$ cat src/design/deoc_pkg.sv
// Package for the dual encoder counter / odometry core.
// Holds register reset values, request and register codes, the back-end
// state type and the configuration struct. No dependencies.
`default_nettype none

package deoc_pkg;

  // Default sizing
  localparam int WHEELS_DEF     = 2;
  localparam int COUNT_BITS_DEF = 16;

  // Register reset values
  localparam logic [14:0] COUNT_LIMIT_RST   = 15'd30000;
  localparam logic [9:0]  FILTER_LEN_RST    = 10'd100;
  localparam logic [31:0] RAD_PER_COUNT_RST = 32'd1001337;
  localparam logic [15:0] PERIOD_MS_RST     = 16'd0;

  // Glitch filter tick counter ceiling
  localparam logic [9:0] TICK_MAX = 10'd1023;

  // Quotient bits produced by the speed divider (one per cycle)
  localparam int DIV_STEPS = 48;

  // Request kinds carried on tuser
  localparam logic REQ_SAMPLE = 1'b0;
  localparam logic REQ_SNAP   = 1'b1;

  // Register indexes
  typedef enum logic [1:0] {
    CFG_COUNT_LIMIT   = 2'd0,
    CFG_FILTER_LEN    = 2'd1,
    CFG_RAD_PER_COUNT = 2'd2,
    CFG_PERIOD_MS     = 2'd3
  } cfg_idx_e;

  typedef struct packed {
    logic [14:0] count_limit;
    logic [9:0]  filter_len;
    logic [31:0] rad_per_count;
    logic [15:0] period_ms;
  } cfg_t;

  // Back-end sequencer states
  typedef enum logic [3:0] {
    BK_IDLE,
    BK_TOTAL,
    BK_MUL_SPD,
    BK_SCALE,
    BK_DIV,
    BK_MUL_LO,
    BK_MUL_HI,
    BK_ANGLE,
    BK_OUT
  } bk_state_e;

endpackage

`default_nettype wire

$ cat src/design/deoc_front.sv
// Front end: per-lane pin glitch filters and pulse counters.
// Captures and clears the counters on a snapshot. Depends on deoc_pkg.
`default_nettype none

module deoc_front import deoc_pkg::*; #(
  parameter int WHEELS     = WHEELS_DEF,
  parameter int COUNT_BITS = COUNT_BITS_DEF
) (
  input  wire                         clk_i,
  input  wire                         rst_ni,
  input  cfg_t                        cfg_i,
  input  wire                         sample_i,
  input  wire                         snap_i,
  input  wire  [3:0]                  pins_i,       // left a, left b, right a, right b
  output logic [2*COUNT_BITS-1:0]     snap_delta_o  // lane 0 low, lane 1 high
);

  localparam int LW = ((COUNT_BITS > 15) ? COUNT_BITS : 15) + 2;
  localparam logic signed [LW-1:0] CAP = LW'(1) <<< (COUNT_BITS - 1);

  logic signed [LW-1:0] lim;

  // Effective limit: smaller of the register and the counter range
  always_comb begin
    lim = LW'(cfg_i.count_limit);
    if (lim > CAP) lim = CAP;
  end

  logic signed [COUNT_BITS-1:0] cnt_q [WHEELS];

  for (genvar l = 0; l < WHEELS; l++) begin : g_lane
    logic [1:0] raw;
    logic [1:0] filt_q, filt_d, pend_q, pend_d;
    logic [9:0] tick_q [2];
    logic [9:0] tick_d [2];
    logic signed [COUNT_BITS-1:0] cnt_d;

    if (l < 2) begin : g_pins
      assign raw = pins_i[2*l+1:2*l];
    end else begin : g_nopins
      assign raw = 2'b00;
    end

    // Glitch filter, A then B
    always_comb begin
      logic [9:0] t;
      filt_d = filt_q;
      pend_d = pend_q;
      for (int p = 0; p < 2; p++) begin
        t = tick_q[p];
        if (raw[p] == filt_q[p]) begin
          t = '0;
        end else begin
          if (pend_q[p] != raw[p]) t = '0;
          if (t != TICK_MAX) t = t + 10'd1;
          if (t >= cfg_i.filter_len) begin
            filt_d[p] = raw[p];
            t = '0;
          end
        end
        pend_d[p] = raw[p];
        tick_d[p] = t;
      end
    end

    // Count filtered A edges, direction flipped by filtered B
    always_comb begin
      logic signed [LW-1:0] sum;
      sum   = LW'(cnt_q[l]);
      cnt_d = cnt_q[l];
      if (snap_i) begin
        cnt_d = '0;
      end else if (sample_i && (filt_d[0] != filt_q[0])) begin
        if (filt_d[0] ^ filt_d[1]) sum = sum + LW'(1);
        else sum = sum - LW'(1);
        if ((sum >= lim) || (sum <= -lim)) cnt_d = '0;
        else cnt_d = COUNT_BITS'(sum);
      end
    end

    always_ff @(posedge clk_i or negedge rst_ni) begin
      if (!rst_ni) begin
        filt_q    <= '0;
        pend_q    <= '0;
        tick_q[0] <= '0;
        tick_q[1] <= '0;
        cnt_q[l]  <= '0;
      end else begin
        if (sample_i) begin
          filt_q    <= filt_d;
          pend_q    <= pend_d;
          tick_q[0] <= tick_d[0];
          tick_q[1] <= tick_d[1];
        end
        cnt_q[l] <= cnt_d;
      end
    end
  end

  // Deltas for the two reported lanes
  for (genvar o = 0; o < 2; o++) begin : g_out
    if (o < WHEELS) begin : g_live
      assign snap_delta_o[o*COUNT_BITS +: COUNT_BITS] = cnt_q[o];
    end else begin : g_dead
      assign snap_delta_o[o*COUNT_BITS +: COUNT_BITS] = '0;
    end
  end

endmodule

`default_nettype wire

$ cat src/design/deoc_fifo.sv
// Two-entry queue between front and back ends.
// Standalone, no package dependency.
`default_nettype none

module deoc_fifo #(
  parameter int W = 32
) (
  input  wire          clk_i,
  input  wire          rst_ni,
  input  wire          push_i,
  input  wire  [W-1:0] wdata_i,
  input  wire          pop_i,
  output logic         full_o,
  output logic         valid_o,
  output logic [W-1:0] rdata_o
);

  logic [W-1:0] mem_q [2];
  logic         wr_q, rd_q;
  logic [1:0]   cnt_q;

  assign full_o  = cnt_q[1];
  assign valid_o = (cnt_q != 2'd0);
  assign rdata_o = mem_q[rd_q];

  always_ff @(posedge clk_i) begin
    if (push_i) mem_q[wr_q] <= wdata_i;
  end

  always_ff @(posedge clk_i or negedge rst_ni) begin
    if (!rst_ni) begin
      wr_q  <= 1'b0;
      rd_q  <= 1'b0;
      cnt_q <= 2'd0;
    end else begin
      if (push_i) wr_q <= ~wr_q;
      if (pop_i) rd_q <= ~rd_q;
      cnt_q <= cnt_q + {1'b0, push_i} - {1'b0, pop_i};
    end
  end

endmodule

`default_nettype wire

$ cat src/design/deoc_back.sv
// Back end: running totals, speed (shared multiplier plus serial divider)
// and angle per snapshot, and the output register. Depends on deoc_pkg.
`default_nettype none

module deoc_back import deoc_pkg::*; #(
  parameter int WHEELS     = WHEELS_DEF,
  parameter int COUNT_BITS = COUNT_BITS_DEF
) (
  input  wire                      clk_i,
  input  wire                      rst_ni,
  input  cfg_t                     cfg_i,
  input  wire                      q_valid_i,
  input  wire  [2*COUNT_BITS-1:0]  q_data_i,
  output logic                     q_pop_o,
  output logic                     m_valid_o,
  input  wire                      m_ready_i,
  output logic [223:0]             m_data_o
);

  localparam int DCW = $clog2(DIV_STEPS);

  bk_state_e state_q, state_d;
  logic      lane_q;

  logic signed [COUNT_BITS-1:0] dlt_q [2];
  logic signed [63:0]           tot_q [2];
  logic [31:0]                  spd_q [2];
  logic [63:0]                  ang_q [2];
  logic [63:0]                  mul_q, lo_q, mul_d;
  logic [16:0]                  rem_q;
  logic [DIV_STEPS-1:0]         num_q;
  logic [DCW-1:0]               dcnt_q;
  logic                         out_free;

  logic signed [COUNT_BITS-1:0] cur_d;
  logic signed [63:0]           cur_t;
  logic [31:0]                  mag_d;
  logic [63:0]                  mag_t;
  logic [31:0]                  mul_a;

  assign out_free = !m_valid_o || m_ready_i;
  assign cur_d    = dlt_q[lane_q];
  assign cur_t    = tot_q[lane_q];
  assign mag_d    = cur_d[COUNT_BITS-1] ? (32'd0 - 32'(cur_d)) : 32'(cur_d);
  assign mag_t    = cur_t[63] ? (64'd0 - cur_t) : cur_t;

  // Shared 32x32 multiplier, result registered
  always_comb begin
    case (state_q)
      BK_MUL_LO: mul_a = mag_t[31:0];
      BK_MUL_HI: mul_a = mag_t[63:32];
      default:   mul_a = mag_d;
    endcase
    mul_d = 64'(mul_a) * 64'(cfg_i.rad_per_count);
  end

  // Next state
  always_comb begin
    state_d = state_q;
    case (state_q)
      BK_IDLE:    if (q_valid_i) state_d = BK_TOTAL;
      BK_TOTAL:   state_d = BK_MUL_SPD;
      BK_MUL_SPD: state_d = BK_SCALE;
      BK_SCALE:   state_d = (cfg_i.period_ms == 16'd0) ? BK_MUL_LO : BK_DIV;
      BK_DIV:     if (dcnt_q == DCW'(DIV_STEPS - 1)) state_d = BK_MUL_LO;
      BK_MUL_LO:  state_d = BK_MUL_HI;
      BK_MUL_HI:  state_d = BK_ANGLE;
      BK_ANGLE:   state_d = (!lane_q && (WHEELS > 1)) ? BK_MUL_SPD : BK_OUT;
      BK_OUT:     if (out_free) state_d = BK_IDLE;
      default:    state_d = BK_IDLE;
    endcase
  end

  // Sequencer outputs
  always_comb begin
    q_pop_o = (state_q == BK_IDLE) && q_valid_i;
  end

  // Arithmetic helpers for the current lane
  logic [63:0] scaled;
  logic [16:0] rtry;
  logic [31:0] spd_sat;
  logic [63:0] ang_r, ang_lim, ang_sum;

  always_comb begin
    // x1000 as x1024 - x16 - x8, plus half the divisor for rounding
    scaled = (mul_q << 10) - (mul_q << 4) - (mul_q << 3) + {33'd0, cfg_i.period_ms, 15'd0};
    rtry   = {rem_q[15:0], num_q[DIV_STEPS-1]};
    if (cur_d[COUNT_BITS-1]) begin
      spd_sat = (num_q > DIV_STEPS'(64'h8000_0000)) ? 32'h8000_0000
                                                    : 32'd0 - num_q[31:0];
    end else begin
      spd_sat = (num_q > DIV_STEPS'(64'h7FFF_FFFF)) ? 32'h7FFF_FFFF : num_q[31:0];
    end
    ang_lim = cur_t[63] ? 64'h8000_0000_0000_0000 : 64'h7FFF_FFFF_FFFF_FFFF;
    ang_sum = (mul_q << 16) + ((lo_q + 64'h8000) >> 16);
    if (mul_q[63:47] != '0) ang_r = ang_lim;
    else if (ang_sum > ang_lim) ang_r = ang_lim;
    else ang_r = ang_sum;
  end

  always_ff @(posedge clk_i or negedge rst_ni) begin
    if (!rst_ni) begin
      state_q   <= BK_IDLE;
      lane_q    <= 1'b0;
      tot_q[0]  <= '0;
      tot_q[1]  <= '0;
      m_valid_o <= 1'b0;
    end else begin
      state_q <= state_d;
      // Result valid: set when the output register loads, cleared on handoff
      if ((state_q == BK_OUT) && out_free) m_valid_o <= 1'b1;
      else if (m_ready_i) m_valid_o <= 1'b0;
      case (state_q)
        BK_TOTAL: begin
          // Saturating add of each delta into its total
          for (int i = 0; i < 2; i++) begin
            logic signed [63:0] d64, s;
            d64 = 64'(dlt_q[i]);
            s   = tot_q[i] + d64;
            if (!d64[63] && !tot_q[i][63] && s[63]) tot_q[i] <= 64'h7FFF_FFFF_FFFF_FFFF;
            else if (d64[63] && tot_q[i][63] && !s[63]) tot_q[i] <= 64'h8000_0000_0000_0000;
            else tot_q[i] <= s;
          end
          lane_q <= 1'b0;
        end
        BK_ANGLE: lane_q <= 1'b1;
        default: ;
      endcase
    end
  end

  // Datapath registers
  always_ff @(posedge clk_i) begin
    case (state_q)
      BK_IDLE: begin
        dlt_q[0] <= q_data_i[COUNT_BITS-1:0];
        dlt_q[1] <= q_data_i[2*COUNT_BITS-1:COUNT_BITS];
      end
      BK_MUL_SPD: mul_q <= mul_d;
      BK_SCALE: begin
        spd_q[lane_q] <= 32'd0;
        num_q  <= scaled[63:16];
        rem_q  <= '0;
        dcnt_q <= '0;
      end
      BK_DIV: begin
        // Restoring division, one quotient bit per cycle
        if (rtry >= {1'b0, cfg_i.period_ms}) begin
          rem_q <= rtry - {1'b0, cfg_i.period_ms};
          num_q <= {num_q[DIV_STEPS-2:0], 1'b1};
        end else begin
          rem_q <= rtry;
          num_q <= {num_q[DIV_STEPS-2:0], 1'b0};
        end
        dcnt_q <= dcnt_q + DCW'(1);
      end
      BK_MUL_LO: begin
        if (cfg_i.period_ms != 16'd0) spd_q[lane_q] <= spd_sat;
        mul_q <= mul_d;
      end
      BK_MUL_HI: begin
        lo_q  <= mul_q;
        mul_q <= mul_d;
      end
      BK_ANGLE: ang_q[lane_q] <= cur_t[63] ? (64'd0 - ang_r) : ang_r;
      BK_OUT: begin
        if (out_free) begin
          m_data_o[15:0]    <= 16'(dlt_q[0]);
          m_data_o[63:32]   <= spd_q[0];
          m_data_o[159:96]  <= ang_q[0];
          if (WHEELS > 1) begin
            m_data_o[31:16]   <= 16'(dlt_q[1]);
            m_data_o[95:64]   <= spd_q[1];
            m_data_o[223:160] <= ang_q[1];
          end else begin
            m_data_o[31:16]   <= '0;
            m_data_o[95:64]   <= '0;
            m_data_o[223:160] <= '0;
          end
        end
      end
      default: ;
    endcase
  end

endmodule

`default_nettype wire

$ cat src/design/dual_encoder_counter_odometry_core.sv
// Top level of the dual encoder counter / odometry core.
// Instantiates deoc_front, deoc_fifo and deoc_back; depends on deoc_pkg.
//
// Sample items (tuser = 0) are taken one per clock and update the pin filters
// and pulse counters in that cycle. A snapshot item (tuser = 1) copies and
// clears the counters into a two-entry queue; the back end then takes each
// snapshot off the queue and, once per lane, runs the shared 32x32
// multiplier and the one-bit-per-cycle speed divider (skipped with a zero
// period) before presenting its result, which waits out any output stall.
// The input stalls only while that queue is full.
`default_nettype none

module dual_encoder_counter_odometry_core import deoc_pkg::*; #(
  parameter int WHEELS     = WHEELS_DEF,
  parameter int COUNT_BITS = COUNT_BITS_DEF
) (
  input  wire          clk_i,
  input  wire          rst_ni,
  input  wire          cfg_we_i,
  input  wire  [1:0]   cfg_addr_i,
  input  wire  [31:0]  cfg_wdata_i,
  input  wire          s_axis_tvalid,
  output logic         s_axis_tready,
  input  wire  [7:0]   s_axis_tdata,  // left_a, left_b, right_a, right_b, zero pad
  input  wire          s_axis_tuser,  // req_type
  output logic         m_axis_tvalid,
  input  wire          m_axis_tready,
  output logic [223:0] m_axis_tdata   // left_delta, right_delta, left_speed,
                                      // right_speed, left_angle, right_angle
);

  cfg_t cfg_q;
  logic accept, q_full, q_valid, q_pop;
  logic [2*COUNT_BITS-1:0] snap_delta, q_data;

  // Configuration registers
  always_ff @(posedge clk_i or negedge rst_ni) begin
    if (!rst_ni) begin
      cfg_q.count_limit   <= COUNT_LIMIT_RST;
      cfg_q.filter_len    <= FILTER_LEN_RST;
      cfg_q.rad_per_count <= RAD_PER_COUNT_RST;
      cfg_q.period_ms     <= PERIOD_MS_RST;
    end else if (cfg_we_i) begin
      case (cfg_idx_e'(cfg_addr_i))
        CFG_COUNT_LIMIT:   cfg_q.count_limit   <= cfg_wdata_i[14:0];
        CFG_FILTER_LEN:    cfg_q.filter_len    <= cfg_wdata_i[9:0];
        CFG_RAD_PER_COUNT: cfg_q.rad_per_count <= cfg_wdata_i;
        CFG_PERIOD_MS:     cfg_q.period_ms     <= cfg_wdata_i[15:0];
        default: ;
      endcase
    end
  end

  assign s_axis_tready = !q_full;
  assign accept        = s_axis_tvalid && s_axis_tready;

  deoc_front #(.WHEELS(WHEELS), .COUNT_BITS(COUNT_BITS)) u_front (
    .clk_i,
    .rst_ni,
    .cfg_i        (cfg_q),
    .sample_i     (accept && (s_axis_tuser == REQ_SAMPLE)),
    .snap_i       (accept && (s_axis_tuser == REQ_SNAP)),
    .pins_i       (s_axis_tdata[3:0]),
    .snap_delta_o (snap_delta)
  );

  deoc_fifo #(.W(2*COUNT_BITS)) u_fifo (
    .clk_i,
    .rst_ni,
    .push_i  (accept && (s_axis_tuser == REQ_SNAP)),
    .wdata_i (snap_delta),
    .pop_i   (q_pop),
    .full_o  (q_full),
    .valid_o (q_valid),
    .rdata_o (q_data)
  );

  deoc_back #(.WHEELS(WHEELS), .COUNT_BITS(COUNT_BITS)) u_back (
    .clk_i,
    .rst_ni,
    .cfg_i     (cfg_q),
    .q_valid_i (q_valid),
    .q_data_i  (q_data),
    .q_pop_o   (q_pop),
    .m_valid_o (m_axis_tvalid),
    .m_ready_i (m_axis_tready),
    .m_data_o  (m_axis_tdata)
  );

endmodule

`default_nettype wire

$ cat config.mk
export PLATFORM = sky130hd
export DESIGN_NAME = dual_encoder_counter_odometry_core
export DESIGN_NICKNAME = d
export VERILOG_FILES = /design/src/design/deoc_pkg.sv /design/src/design/deoc_front.sv /design/src/design/deoc_fifo.sv /design/src/design/deoc_back.sv /design/src/design/dual_encoder_counter_odometry_core.sv
export SDC_FILE = /design/constraint.sdc
export NUM_CORES = 2
export LEC_CHECK = 0
export BUFFER_PORTS_ARGS = -buffer_cell sky130_fd_sc_hd__buf_2
export CORE_UTILIZATION = 50
export DETAILED_ROUTE_END_ITERATION = 6
export GPL_TIMING_DRIVEN = 0
export PLACE_DENSITY = 0.74
export SETUP_SLACK_MARGIN = 0.5
export SLEW_MARGIN = 20
export SYNTH_ARGS = -nofsm -noshare
export SYNTH_HDL_FRONTEND = slang
export SYNTH_SLANG_ARGS = --single-unit
$ cat constraint.sdc
create_clock -name clk_i -period 18.46 [get_ports clk_i]
set_input_delay 0.923 -clock clk_i [delete_from_list [all_inputs] [get_ports clk_i]]
set_output_delay 0.923 -clock clk_i [all_outputs]
set_load 0.01 [all_outputs]
==> flow_summary.yaml <==
sta:
  max_slew_margin_pct: 12.6
  tightestPinTransition_ps: 1310
  min_period_ps: 17320
  fmax_ghz: 0.0577
  fin_crit_sh_pct: 93.8
  grt_setup_unrepaired: "no"
  layout_setup_ws_ps: 1140
  fin_skew_ps: 92.0
  slew_violations: 0
  hold_viol_final: 0
  tns_ps: 0
  finalSetupViolCount: 0
cts:
  cts_made_buffers: 106
  cts_max_level: 3
  cts-resized-gates: 0
  clockBufferDepth: 3
  path_clk_slew_ps: 70
  postCtsHoldBufs: 0
  cts_tree: "yes"
  post_cts_buffers: 0
  clock-root-buffer: "clkbuf_16"
  clock-sinks: 986
  clkLatencyLatePin_ps: 800
drt:
  drc: 10
  drtPass1Iterations: 7
  drt.antenna.violating_nets: 0
  avgViaCountPerCell: 5.99
  drt_iter0_markers: 7425
  wire_per_inst_um: 25.6
  via_count: 76500
  wirelength_mm: 327
synthesis:
  ys.flop_type: "edfxtp_1"
  synth_nets: 11500
  synth_edf_count: 695
  syn_area_per_cell_um2: 9.86
  synth_top_area_share_pct: 21.8
  syn_area_mm2: 0.0959
  ys_seq_elements: 986
  async_reset_ff_share_pct: 29.5
  synthCells: 9733
  yosysTopAreaCell: "edfxtp_1"
  synth_area_leaders: "edfxtp_1, fa_1, ha_1"
  yosysUniqueCellTypes: 105
  ys_seq_area_share_pct: 29.4
  yosysWarnings: 0
floorplan:
  initial_core_util_pct: 50.4
  die_height_um: 440
  dieArea_mm2: 0.194
  dieWidth_um: 440
  ios: 274
  std_cell_rows: 160
  core_area_mm2: 0.190
cells_and_area:
  fin_area_mm2: 0.105
  multi_input_area_mm2: 0.0619
  final_core_util_pct: 55.3
  final_common_cell: "inv_1"
  fill_cells: 16700
  syn_to_final_growth_pct: 9.67
  mostFrequentLayoutCells: "inv_1, fa_1, nand2_1, ha_1, edfxtp_1"
  seq_area_mm2: 0.0282
  layout-drive-gt1-share_pct: 7.76
  nets: 12000
placement:
  io_buffers: 266
  place_ws_ps: 1700
  dpl.hpwl_mm: 263
  dpl_cell_area_mm2: 0.102
  gp_congestion: 1.05
setup_path:
  crit_arrival_ps: 17780
  crit_path_end_kind: "flop"
  critPathKind: "flop to flop"
  rr_startpoint: "u_back.lane_q$_DFFE_PN0P_"
  cp_top_family: "adder cells"
  critical_path_peak_fanout: 10
  slowest_stage: "clkbuf_1"
  cp.required_ps: 18920
  critPathMostFrequentCell: "fa_1"
  ff2ff_setup_slack_ps: 1140
  max_stage_delay_ps: 940
  setup.worst_path.start_class: "flop"
  startpoint: "u_back.lane_q$_DFFE_PN0P_"
  crit_buf_inv: 14
grt:
  antenna_found_initial: 25
  grt_pass1_vias: 75800
  grt_max_degree: 86
  grt_pass1_wl_mm: 483
  grt.overflow.total: 0
  grt_usage_pct: 33.6
worst_hold_path:
  hold_path.class: "input pin to async pin"
flow_run:
  cap_viol_max_count: 0
status:
  violations: "DRC"
  status: "finished with violations"
==> registers in the layout (all words and copies together), names as in the netlist, 40 cells and up <==
register / flops
u_back.ang_q: 128
cfg_q: 73
u_back.tot_q: 128
m_axis_tdata: 192
u_back.mul_q: 64
u_fifo.mem_q: 64
u_back.lo_q: 49
u_back.num_q: 48
u_front.g_lane.tick_q: 40
u_back.spd_q: 64
==> routing by layer <==
metal | GRT usage, % | up-vias | share of wire, % | wire [um]
met4 | 17.2 | 8 | 6.1 | 19900
met2 | 52.2 | 3868 | 44 | 145000
met5 | 0 | - | 0.015 | 48
met3 | 7.20 | 825 | 9.6 | 31300
li1 | - | 33800 | - | -
met1 | 44.4 | 38000 | 40 | 131000
==> through the flow <==
step | hold WS (ps) | instances
after floorplan | 400 | 9733
after global placement | 401 | 12500
after detailed placement | 405 | 12600
after CTS | 77.6 | 12800
after global routing | 111 | 12800
final | 85.1 | 12800
==> final cells by class <==
class,count,share of cell area [%]
clock buffer,123,2.61
inverter,1165,4.16
clock inverter,75,0.833
timing repair buffer,329,2.14
buffer,434,1.64
antenna,6,0.0143
multi-input combinational,7148,58.8
tap,2511,2.99
sequential,986,26.8
==> kinds of logic (layout without fill, tap and decap cells) <==
kind of cell,after synthesis,in the layout,share of synthesized area (%)
AO/OA/AOI/OAI,1866,1866,12.5
XOR/XNOR,462,462,4.23
adder cells (fa/ha/maj),1755,1755,30.5
buffers and inverters,1599,2126,6.33
flip-flops,986,986,29.4
multiplexers,196,196,2.19
other,0,6,0
AND/OR/NAND/NOR,2869,2869,14.9
==> synthesized netlist by cell type (22+ instances only) <==
library cell / instances
nand4_1: 88
o211ai_1: 22
dfrtp_1: 268
and3_1: 52
xnor2_1: 281
o21ai_0: 365
a21oi_1: 588
o21bai_1: 55
buf_2: 32
a31oi_1: 71
a211oi_1: 48
mux2i_1: 86
fa_1: 973
clkbuf_1: 374
o22ai_1: 34
nor3b_1: 28
xor2_1: 179
a21o_1: 266
o21a_1: 48
dfstp_2: 23
nand3_1: 155
nand2_1: 815
nor4_1: 37
inv_1: 1165
and2_1: 452
nor2b_1: 214
nor2_1: 618
ha_1: 782
o31ai_1: 31
nand2b_1: 132
edfxtp_1: 695
nor3_1: 137
mux2_2: 110
a22o_1: 70
a211o_1: 24
or3_1: 43
==> final timing paths <==
kind / to / cells past startpoint
max in group asynchronous: cfg_q[34]$_DFFE_PN1P_ / 3
min reg2reg: m_axis_tdata[114]$_DFFE_PP_ / 0
max: u_back.mul_q[63]$_DFFE_PP_ / 47
min: u_front.snap_delta_o[26]$_DFFE_PN0P_ / 1
min in group clk_i: m_axis_tdata[114]$_DFFE_PP_ / 0
max reg2reg: u_back.mul_q[63]$_DFFE_PP_ / 47
Power is left out: the tool's default activity adds up to more than one toggle a clock period on the data nets, which glitch-free logic cannot reach.
